$ cat config.mk
export PLATFORM = sky130hd
export DESIGN_NAME = button_edge_and_autorepeat_table_flat
export DESIGN_NICKNAME = d
export VERILOG_FILES = /design/src/sv/betb_pkg.sv /design/src/sv/betb_req_if.sv /design/src/sv/betb_rsp_if.sv /design/src/sv/betb_ram.sv /design/src/sv/betb_update.sv /design/src/sv/button_edge_and_autorepeat_table.sv /design/src/flat_wrapper.sv
export SDC_FILE = /design/constraint.sdc
export NUM_CORES = 2
export LEC_CHECK = 0
export ABC_CLOCK_PERIOD_IN_PS = 15080
export BUFFER_PORTS_ARGS = -buffer_cell sky130_fd_sc_hd__buf_4
export CORE_UTILIZATION = 30
export DETAILED_ROUTE_END_ITERATION = 12
export GPL_ROUTABILITY_DRIVEN = 0
export PLACE_DENSITY_LB_ADDON = 0.05
export RECOVER_POWER = 100
export SYNTH_ARGS = -nofsm -noshare
export SYNTH_HDL_FRONTEND = slang
export SYNTH_SLANG_ARGS = --single-unit
$ cat constraint.sdc
create_clock -name clk -period 15.08 [get_ports clk]
set_clock_uncertainty 0.15 [all_clocks]
set_input_delay 2.262 -clock clk [delete_from_list [all_inputs] [get_ports clk]]
set_output_delay 2.262 -clock clk [all_outputs]
set_load 0.05 [all_outputs]
$ cat src/sv/betb_pkg.sv
// Shared types and constants for the button edge and auto-repeat table.
package betb_pkg;

  localparam int unsigned IDX_W   = 6;
  localparam int unsigned KIND_W  = 2;
  localparam int unsigned TIME_W  = 24;
  localparam int unsigned TIMER_W = TIME_W + 1;

  // Configuration register indexes.
  localparam int unsigned CFG_IDX_W = 2;
  localparam logic [CFG_IDX_W-1:0] REG_REPEAT_DELAY    = 2'd0;
  localparam logic [CFG_IDX_W-1:0] REG_REPEAT_INTERVAL = 2'd1;
  localparam logic [CFG_IDX_W-1:0] REG_INPUTS_BLOCKED  = 2'd2;

  // Register reset values (0.48 s and 0.07 s in microseconds).
  localparam logic [TIME_W-1:0] REPEAT_DELAY_RST    = 24'd480000;
  localparam logic [TIME_W-1:0] REPEAT_INTERVAL_RST = 24'd70000;

  // Lower bound of the repeat timer.
  localparam logic signed [TIMER_W:0] TIMER_MIN = -26'sd16777216;

  // Event codes; the unused code means no new event.
  typedef enum logic [KIND_W-1:0] {
    EV_RELEASE = 2'd0,
    EV_PRESS   = 2'd1,
    EV_NONE    = 2'd2
  } event_t;

  // Per-button flags as stored in the table.
  typedef struct packed {
    logic typed;
    logic toggle;
    logic released;
    logic pressed;
    logic held;
  } flags_t;

  // One table entry: flags and the signed repeat timer.
  typedef struct packed {
    flags_t                      flags;
    logic signed [TIMER_W-1:0]   timer;
  } entry_t;

  localparam int unsigned ENTRY_W = $bits(entry_t);

endpackage

$ cat src/sv/betb_req_if.sv
// Input channel: one button update item per handshake.
interface betb_req_if;
  logic                               valid;
  logic                               ready;
  logic [betb_pkg::IDX_W-1:0]         button_index;
  logic [betb_pkg::KIND_W-1:0]        event_kind;
  logic [betb_pkg::TIME_W-1:0]        elapsed_us;

  modport source (output valid, output button_index, output event_kind,
                  output elapsed_us, input ready);
  modport sink   (input valid, input button_index, input event_kind,
                  input elapsed_us, output ready);
endinterface

$ cat src/sv/betb_rsp_if.sv
// Output channel: one button status item per handshake.
interface betb_rsp_if;
  logic                       valid;
  logic                       ready;
  logic [betb_pkg::IDX_W-1:0] button_id;
  logic                       is_held;
  logic                       was_pressed;
  logic                       was_released;
  logic                       toggle_state;
  logic                       typed_pulse;

  modport source (output valid, output button_id, output is_held, output was_pressed,
                  output was_released, output toggle_state, output typed_pulse,
                  input ready);
  modport sink   (input valid, input button_id, input is_held, input was_pressed,
                  input was_released, input toggle_state, input typed_pulse,
                  output ready);
endinterface

$ cat src/sv/betb_ram.sv
// Generic single-port-write, single-port-read RAM with registered read data.
module betb_ram #(
  parameter int unsigned WIDTH = 8,
  parameter int unsigned DEPTH = 64
) (
  input  logic                                     clk,
  input  logic                                     we,
  input  logic [(DEPTH > 1 ? $clog2(DEPTH) : 1)-1:0] waddr,
  input  logic [WIDTH-1:0]                         wdata,
  input  logic                                     re,
  input  logic [(DEPTH > 1 ? $clog2(DEPTH) : 1)-1:0] raddr,
  output logic [WIDTH-1:0]                         rdata
);

  logic [WIDTH-1:0] mem [DEPTH];

  // Write port.
  always_ff @(posedge clk) begin
    if (we) begin
      mem[waddr] <= wdata;
    end
  end

  // Registered read port; a read at the address being written returns old data.
  always_ff @(posedge clk) begin
    if (re) begin
      rdata <= mem[raddr];
    end
  end

endmodule

$ cat src/sv/betb_update.sv
// Next-entry logic: edge flags, toggle and the typematic repeat timer.
module betb_update (
  input  betb_pkg::entry_t                   cur,
  input  logic [betb_pkg::KIND_W-1:0]        event_kind,
  input  logic [betb_pkg::TIME_W-1:0]        elapsed_us,
  input  logic [betb_pkg::TIME_W-1:0]        repeat_delay_us,
  input  logic [betb_pkg::TIME_W-1:0]        repeat_interval_us,
  output betb_pkg::entry_t                   nxt
);

  logic                                      is_press;
  logic                                      is_release;
  logic                                      held_n;
  logic                                      pressed_n;
  logic signed [betb_pkg::TIMER_W:0]         diff;
  logic signed [betb_pkg::TIMER_W:0]         clamped;
  logic signed [betb_pkg::TIMER_W:0]         raised;

  // Decode the event; the spare code acts as no new event.
  always_comb begin
    is_press   = (event_kind == betb_pkg::EV_PRESS);
    is_release = (event_kind == betb_pkg::EV_RELEASE);
    pressed_n  = is_press && !cur.flags.held;
    if (is_press) begin
      held_n = 1'b1;
    end else if (is_release) begin
      held_n = 1'b0;
    end else begin
      held_n = cur.flags.held;
    end
  end

  // Count down by the frame time, clamp at the lower bound, then reload once.
  always_comb begin
    diff    = 26'(cur.timer) - $signed({2'b00, elapsed_us});
    clamped = (diff < betb_pkg::TIMER_MIN) ? betb_pkg::TIMER_MIN : diff;
    raised  = clamped + $signed({2'b00, repeat_interval_us});
  end

  // Assemble the new entry.
  always_comb begin
    nxt.flags.held     = held_n;
    nxt.flags.pressed  = pressed_n;
    nxt.flags.released = is_release;
    nxt.flags.toggle   = cur.flags.toggle ^ pressed_n;
    nxt.flags.typed    = 1'b0;
    nxt.timer          = '0;
    if (pressed_n) begin
      nxt.flags.typed = 1'b1;
      nxt.timer       = $signed({1'b0, repeat_delay_us});
    end else if (held_n) begin
      if (clamped[betb_pkg::TIMER_W]) begin
        // The sum stays below the upper bound, so no upper clamp is needed.
        nxt.flags.typed = 1'b1;
        nxt.timer       = raised[betb_pkg::TIMER_W-1:0];
      end else begin
        nxt.timer       = clamped[betb_pkg::TIMER_W-1:0];
      end
    end
  end

endmodule

$ cat src/sv/button_edge_and_autorepeat_table.sv
// Top level of the button edge and typematic auto-repeat table.
//
// Each item on req names a button, its latest event (release, press or none)
// and the frame time in microseconds. For every accepted item exactly one item
// leaves on rsp with the button's held, pressed, released, toggle and typed
// flags after the update. Per-button state sits in one table RAM with a
// registered read port.
// An item is read from the table at acceptance and its update is written back
// when it moves into the output register, so the result passes the read stage
// and then the output register. A write and a read of the same entry in one
// cycle are resolved by forwarding the written entry, so one item per cycle is
// sustained while rsp is ready. Reset clears the per-entry valid bits; an entry
// never written reads as all zero. When rsp stalls, the output register holds
// and one more item can wait in the read stage before req.ready drops.
// The user must write configuration through cfg_we/cfg_index/cfg_data only
// while no item is in flight; the block itself does not enforce this. With
// inputs_blocked set the table is left untouched and the stored flags are reported.
module button_edge_and_autorepeat_table #(
  parameter int unsigned BUTTON_COUNT = 64
) (
  input  logic                               clk,
  input  logic                               rst,
  betb_req_if.sink                           req,
  betb_rsp_if.source                         rsp,
  input  logic                               cfg_we,
  input  logic [betb_pkg::CFG_IDX_W-1:0]     cfg_index,
  input  logic [betb_pkg::TIME_W-1:0]        cfg_data
);

  localparam int unsigned AW = (BUTTON_COUNT > 1) ? $clog2(BUTTON_COUNT) : 1;

  // Configuration registers.
  logic [betb_pkg::TIME_W-1:0]   repeat_delay_us;
  logic [betb_pkg::TIME_W-1:0]   repeat_interval_us;
  logic                          inputs_blocked;

  // Read stage.
  logic                          s1_valid;
  logic [betb_pkg::IDX_W-1:0]    s1_idx;
  logic [betb_pkg::KIND_W-1:0]   s1_kind;
  logic [betb_pkg::TIME_W-1:0]   s1_elapsed;
  logic                          s1_inrange;
  logic [AW-1:0]                 s1_addr;
  logic                          fwd_hit;
  betb_pkg::entry_t              fwd_data;

  logic [BUTTON_COUNT-1:0]       entry_vld;
  logic                          accept;
  logic                          s1_adv;
  logic                          we;
  logic [31:0]                   req_idx_wide;
  logic [AW-1:0]                 req_addr;
  logic                          req_inrange;
  logic [betb_pkg::ENTRY_W-1:0]  ram_rdata;
  betb_pkg::entry_t              cur;
  betb_pkg::entry_t              nxt;
  betb_pkg::flags_t              rep_flags;

  // Configuration writes.
  always_ff @(posedge clk) begin
    if (rst) begin
      repeat_delay_us    <= betb_pkg::REPEAT_DELAY_RST;
      repeat_interval_us <= betb_pkg::REPEAT_INTERVAL_RST;
      inputs_blocked     <= 1'b0;
    end else if (cfg_we) begin
      unique case (cfg_index)
        betb_pkg::REG_REPEAT_DELAY:    repeat_delay_us    <= cfg_data;
        betb_pkg::REG_REPEAT_INTERVAL: repeat_interval_us <= cfg_data;
        betb_pkg::REG_INPUTS_BLOCKED:  inputs_blocked     <= cfg_data[0];
        default: ;
      endcase
    end
  end

  // Handshake and address decode.
  always_comb begin
    s1_adv       = s1_valid && (!rsp.valid || rsp.ready);
    req.ready    = !s1_valid || s1_adv;
    accept       = req.valid && req.ready;
    we           = s1_adv && s1_inrange && !inputs_blocked;
    req_idx_wide = 32'(req.button_index);
    req_addr     = req_idx_wide[AW-1:0];
    req_inrange  = (req_idx_wide < BUTTON_COUNT);
  end

  betb_ram #(
    .WIDTH (betb_pkg::ENTRY_W),
    .DEPTH (BUTTON_COUNT)
  ) u_table (
    .clk   (clk),
    .we    (we),
    .waddr (s1_addr),
    .wdata (nxt),
    .re    (accept),
    .raddr (req_addr),
    .rdata (ram_rdata)
  );

  // Read stage control.
  always_ff @(posedge clk) begin
    if (rst) begin
      s1_valid <= 1'b0;
    end else if (accept) begin
      s1_valid <= 1'b1;
    end else if (s1_adv) begin
      s1_valid <= 1'b0;
    end
  end

  // Read stage payload; catch a write to the same entry at the read edge.
  always_ff @(posedge clk) begin
    if (accept) begin
      s1_idx     <= req.button_index;
      s1_kind    <= req.event_kind;
      s1_elapsed <= req.elapsed_us;
      s1_inrange <= req_inrange;
      s1_addr    <= req_addr;
      fwd_hit    <= we && (s1_addr == req_addr);
      fwd_data   <= nxt;
    end
  end

  // Per-entry valid bits: an entry never written reads as zero.
  always_ff @(posedge clk) begin
    if (rst) begin
      entry_vld <= '0;
    end else if (we) begin
      entry_vld[s1_addr] <= 1'b1;
    end
  end

  // Select the current entry.
  always_comb begin
    if (!s1_inrange || !entry_vld[s1_addr]) begin
      cur = '0;
    end else if (fwd_hit) begin
      cur = fwd_data;
    end else begin
      cur = ram_rdata;
    end
  end

  betb_update u_update (
    .cur                (cur),
    .event_kind         (s1_kind),
    .elapsed_us         (s1_elapsed),
    .repeat_delay_us    (repeat_delay_us),
    .repeat_interval_us (repeat_interval_us),
    .nxt                (nxt)
  );

  // Reported flags: stored flags when blocked, zero beyond the table.
  always_comb begin
    if (!s1_inrange) begin
      rep_flags = '0;
    end else if (inputs_blocked) begin
      rep_flags = cur.flags;
    end else begin
      rep_flags = nxt.flags;
    end
  end

  // Output register control.
  always_ff @(posedge clk) begin
    if (rst) begin
      rsp.valid <= 1'b0;
    end else if (s1_adv) begin
      rsp.valid <= 1'b1;
    end else if (rsp.ready) begin
      rsp.valid <= 1'b0;
    end
  end

  // Output register payload.
  always_ff @(posedge clk) begin
    if (s1_adv) begin
      rsp.button_id    <= s1_idx;
      rsp.is_held      <= rep_flags.held;
      rsp.was_pressed  <= rep_flags.pressed;
      rsp.was_released <= rep_flags.released;
      rsp.toggle_state <= rep_flags.toggle;
      rsp.typed_pulse  <= rep_flags.typed;
    end
  end

endmodule
$ cat src/flat_wrapper.sv
// flat-port wrapper written by rule: the top's interface ports become plain ports
module button_edge_and_autorepeat_table_flat 
#(
  parameter int unsigned BUTTON_COUNT = 64
)
  (clk, rst, cfg_we, cfg_index, cfg_data, req_valid, req_button_index, req_event_kind, req_elapsed_us, req_ready, rsp_valid, rsp_button_id, rsp_is_held, rsp_was_pressed, rsp_was_released, rsp_toggle_state, rsp_typed_pulse, rsp_ready);
  betb_req_if req_i ();
  betb_rsp_if rsp_i ();
  input  logic clk;
  input  logic rst;
  input  logic cfg_we;
  input  logic [betb_pkg::CFG_IDX_W-1:0] cfg_index;
  input  logic [betb_pkg::TIME_W-1:0] cfg_data;
  input wire logic [$bits(req_i.valid)-1:0] req_valid;
  input wire logic [$bits(req_i.button_index)-1:0] req_button_index;
  input wire logic [$bits(req_i.event_kind)-1:0] req_event_kind;
  input wire logic [$bits(req_i.elapsed_us)-1:0] req_elapsed_us;
  output wire logic [$bits(req_i.ready)-1:0] req_ready;
  output wire logic [$bits(rsp_i.valid)-1:0] rsp_valid;
  output wire logic [$bits(rsp_i.button_id)-1:0] rsp_button_id;
  output wire logic [$bits(rsp_i.is_held)-1:0] rsp_is_held;
  output wire logic [$bits(rsp_i.was_pressed)-1:0] rsp_was_pressed;
  output wire logic [$bits(rsp_i.was_released)-1:0] rsp_was_released;
  output wire logic [$bits(rsp_i.toggle_state)-1:0] rsp_toggle_state;
  output wire logic [$bits(rsp_i.typed_pulse)-1:0] rsp_typed_pulse;
  input wire logic [$bits(rsp_i.ready)-1:0] rsp_ready;
  assign req_i.valid = req_valid;
  assign req_i.button_index = req_button_index;
  assign req_i.event_kind = req_event_kind;
  assign req_i.elapsed_us = req_elapsed_us;
  assign req_ready = req_i.ready;
  assign rsp_valid = rsp_i.valid;
  assign rsp_button_id = rsp_i.button_id;
  assign rsp_is_held = rsp_i.is_held;
  assign rsp_was_pressed = rsp_i.was_pressed;
  assign rsp_was_released = rsp_i.was_released;
  assign rsp_toggle_state = rsp_i.toggle_state;
  assign rsp_typed_pulse = rsp_i.typed_pulse;
  assign rsp_i.ready = rsp_ready;
  button_edge_and_autorepeat_table #(.BUTTON_COUNT(BUTTON_COUNT)) u_core (.clk(clk), .rst(rst), .req(req_i), .rsp(rsp_i), .cfg_we(cfg_we), .cfg_index(cfg_index), .cfg_data(cfg_data));
endmodule
==> metrics.cfg <==
[route]
drt_pass1_iterations = 6
drc = 0
num_vias = 41400
viasPerCell = 5.05
final_antenna_net_count = 0
drt_first_iter_violations = 3474
wirelength_um = 263000
wire_per_inst_um = 32.0

[floorplanning]
ios = 76
dieArea_mm2 = 0.284
start_util = 0.302
coreArea_mm2 = 0.280
rows = 194
die_w_um = 533
fp.dieH_um = 533

[pwr]
seq_power_share = 0.495
powerDensity_mw_per_mm2 = 138
comb_power_share = 0.078
power_mw = 13.5
p_leak_nw = 30.7
swShare = 0.230
p_sw_mw = 3.10
clkPwrFrac = 0.427
irDropWorstVdd_v = 0.000102
intPower_mw = 10.4

[timing]
layout_setup_ws_ns = 2.36
tightestPinTransition_ns = 8.77
min_period_ns = 12.72
slew_violations = 3200
setup_viol = 0
whs_ns = 0.308
period_share = 0.844
hold_violations = 0
fmax_mhz = 78.6
relSlewSlack = -4.85
rsz0062_at_grt = no
fin_tns_setup_ns = 0

[worst_setup_path]
end_kind = flop
arrival_ns = 13.15
crit_path_start_kind = primary input
path_max_fanout = 109
cp_data_required_time_ns = 15.51
critPathKind = in2reg

[clock_network]
post-cts-setup-buffer-count = 0
cts_buffer_depth = 4
clock_latency_ns = 0.90
cts_tree = built
numClockSinks = 2139
cts.reportedPaths.clkPinSlew_ns = 0.06
ctsHoldBuffers = 0
cts_root_buf = clkbuf_16
htreeDepth = 4
cts_inserted_buffers = 244
cts-resized-gates = 0

[global_route]
overflow = 0
grt_antenna_before_repair = 23
grt_pass1_vias = 43400
grt_pass1_wl_um = 367000
grtUsageTotal = 0.185
grt_max_degree = 110

[synthesis]
synth_seq_area_share = 0.746
synthCells = 4035
synth_flop_cell = edfxtp_1
synth_area_per_cell_um2 = 20.9
synth_cell_types = 93
netlist_area_mm2 = 0.0845
syn_nets = 4139
synth_seq_cells = 2139
synth-edff-count = 2024
ys_warn_count = 0
synth-async-reset-ratio = 0

[final_layout]
stdcell_count = 8205
stdcell_area_mm2 = 0.0977
final_cell_mix = edfxtp_1, mux4_2, clkbuf_16, nor2_1, nand2_1
fin_util = 0.349
syn2layout_area_growth_pct = 15.6
final_common_cell = edfxtp_1
fin_nets = 4383
drive_above_1_share = 0.260

[run]
drv_cap = 101

[place]
placed_cells = 7757
post-place-ws_ns = 4.39
placed_cell_area_mm2 = 0.0909
port-buffer-count = 75
place_hpwl_um = 147000

[status]
status = finished, violations left
violations = capacitance limit, slew limit

[worst_hold_path]
hold_path.class = reg2reg

-- critical path, stage by stage --
cell and delay (ns):
buf_8 0.44, clkbuf_1 6.11, clkbuf_1 2.49, mux4_2 0.51, mux4_2 0.62, mux4_2 0.61
-- cells in the mapped netlist, drive strengths merged, types with 10 or more instances --
library cell  number  share of area
edfxtp          2024           0.72
mux4             636           0.17
nor2             253          0.011
nand2            168         0.0075
clkbuf           166         0.0074
dfxtp            115          0.027
a21oi             92         0.0055
buf               51         0.0027
o21ai             47         0.0028
inv               43         0.0019
ha                39         0.0058
mux2i             38         0.0045
xnor2             37         0.0039
nand3             21         0.0012
xor2              19         0.0020
o21ba             15         0.0018
a221oi            14         0.0017
a21o              13         0.0012
and2              13        0.00099
a31oi             12        0.00096
nand3b            12         0.0011
o211ai            12         0.0011
and3              11        0.00081
mux2              11         0.0015
nand4             11        0.00081
o31ai             10         0.0012
-- state kept, by name, summed over array words and instances, names as in the netlist, 6 cells and up --
name / count
u_core.repeat_delay_us: 24
u_core.u_table.rdata: 30
u_core.s1_elapsed: 24
u_core.entry_vld: 64
u_core.fwd_data: 30
u_core.rsp.button_id: 6
u_core.repeat_interval_us: 24
u_core.u_table.mem: 1920
u_core.s1_idx: 6
-- per-layer routing --
metal	global-route usage	routed length (µm)	up-vias
li1	-	-	17300
met1	0.269	124000	23000
met2	0.299	125000	891
met3	0.0197	9390	294
met4	0.0373	4300	0
met5	0	0	-
-- cells by family after synthesis --
kind of cell,count (synthesis),share of synthesized area
buffers and inverters,260,0.0120
flip-flops,2139,0.746
adder cells (fa/ha/maj),48,0.00709
AO/OA/AOI/OAI,301,0.0250
multiplexers,685,0.175
AND/OR/NAND/NOR,546,0.0283
XOR/XNOR,56,0.00589
-- path summary, 6_finish.rpt --
kind | to | startpoint | slack, ns | cells past startpoint
worst max register to register | u_core.u_table.mem[41][20] | u_core.s1_idx[0] | 2.78 | 33
worst min-delay path | u_core.repeat_delay_us[1] | u_core.repeat_delay_us[1] | 0.31 | 2
worst min register to register | u_core.repeat_delay_us[1] | u_core.repeat_delay_us[1] | 0.31 | 2
worst max-delay path | u_core.u_table.rdata[3] | req_button_index[1] | 2.36 | 6
-- power groups by stage --
stage / Combinational, mW / Sequential [mW] / Clock [mW]
finish: 1.05 / 6.67 / 5.76
global route: 1.14 / 6.67 / 6.14
CTS: 1.07 / 6.66 / 5.94
detailed placement: 1.07 / 6.78 / 0
global placement: 1.07 / 6.78 / 0
floorplan: 0.627 / 6.79 / 0
-- area by class of cell --
| class | count | area, µm² |
|---|---|---|
| clock inverter | 134 | 1220 |
| tap | 3724 | 4660 |
| antenna | 10 | 25.0 |
| clock buffer | 304 | 6380 |
| multi-input combinational | 1636 | 20900 |
| inverter | 43 | 161 |
| timing repair buffer | 215 | 1300 |
| sequential | 2139 | 63100 |
| fill | 26000 | 182000 |
Power figures use the tool's default switching activity.
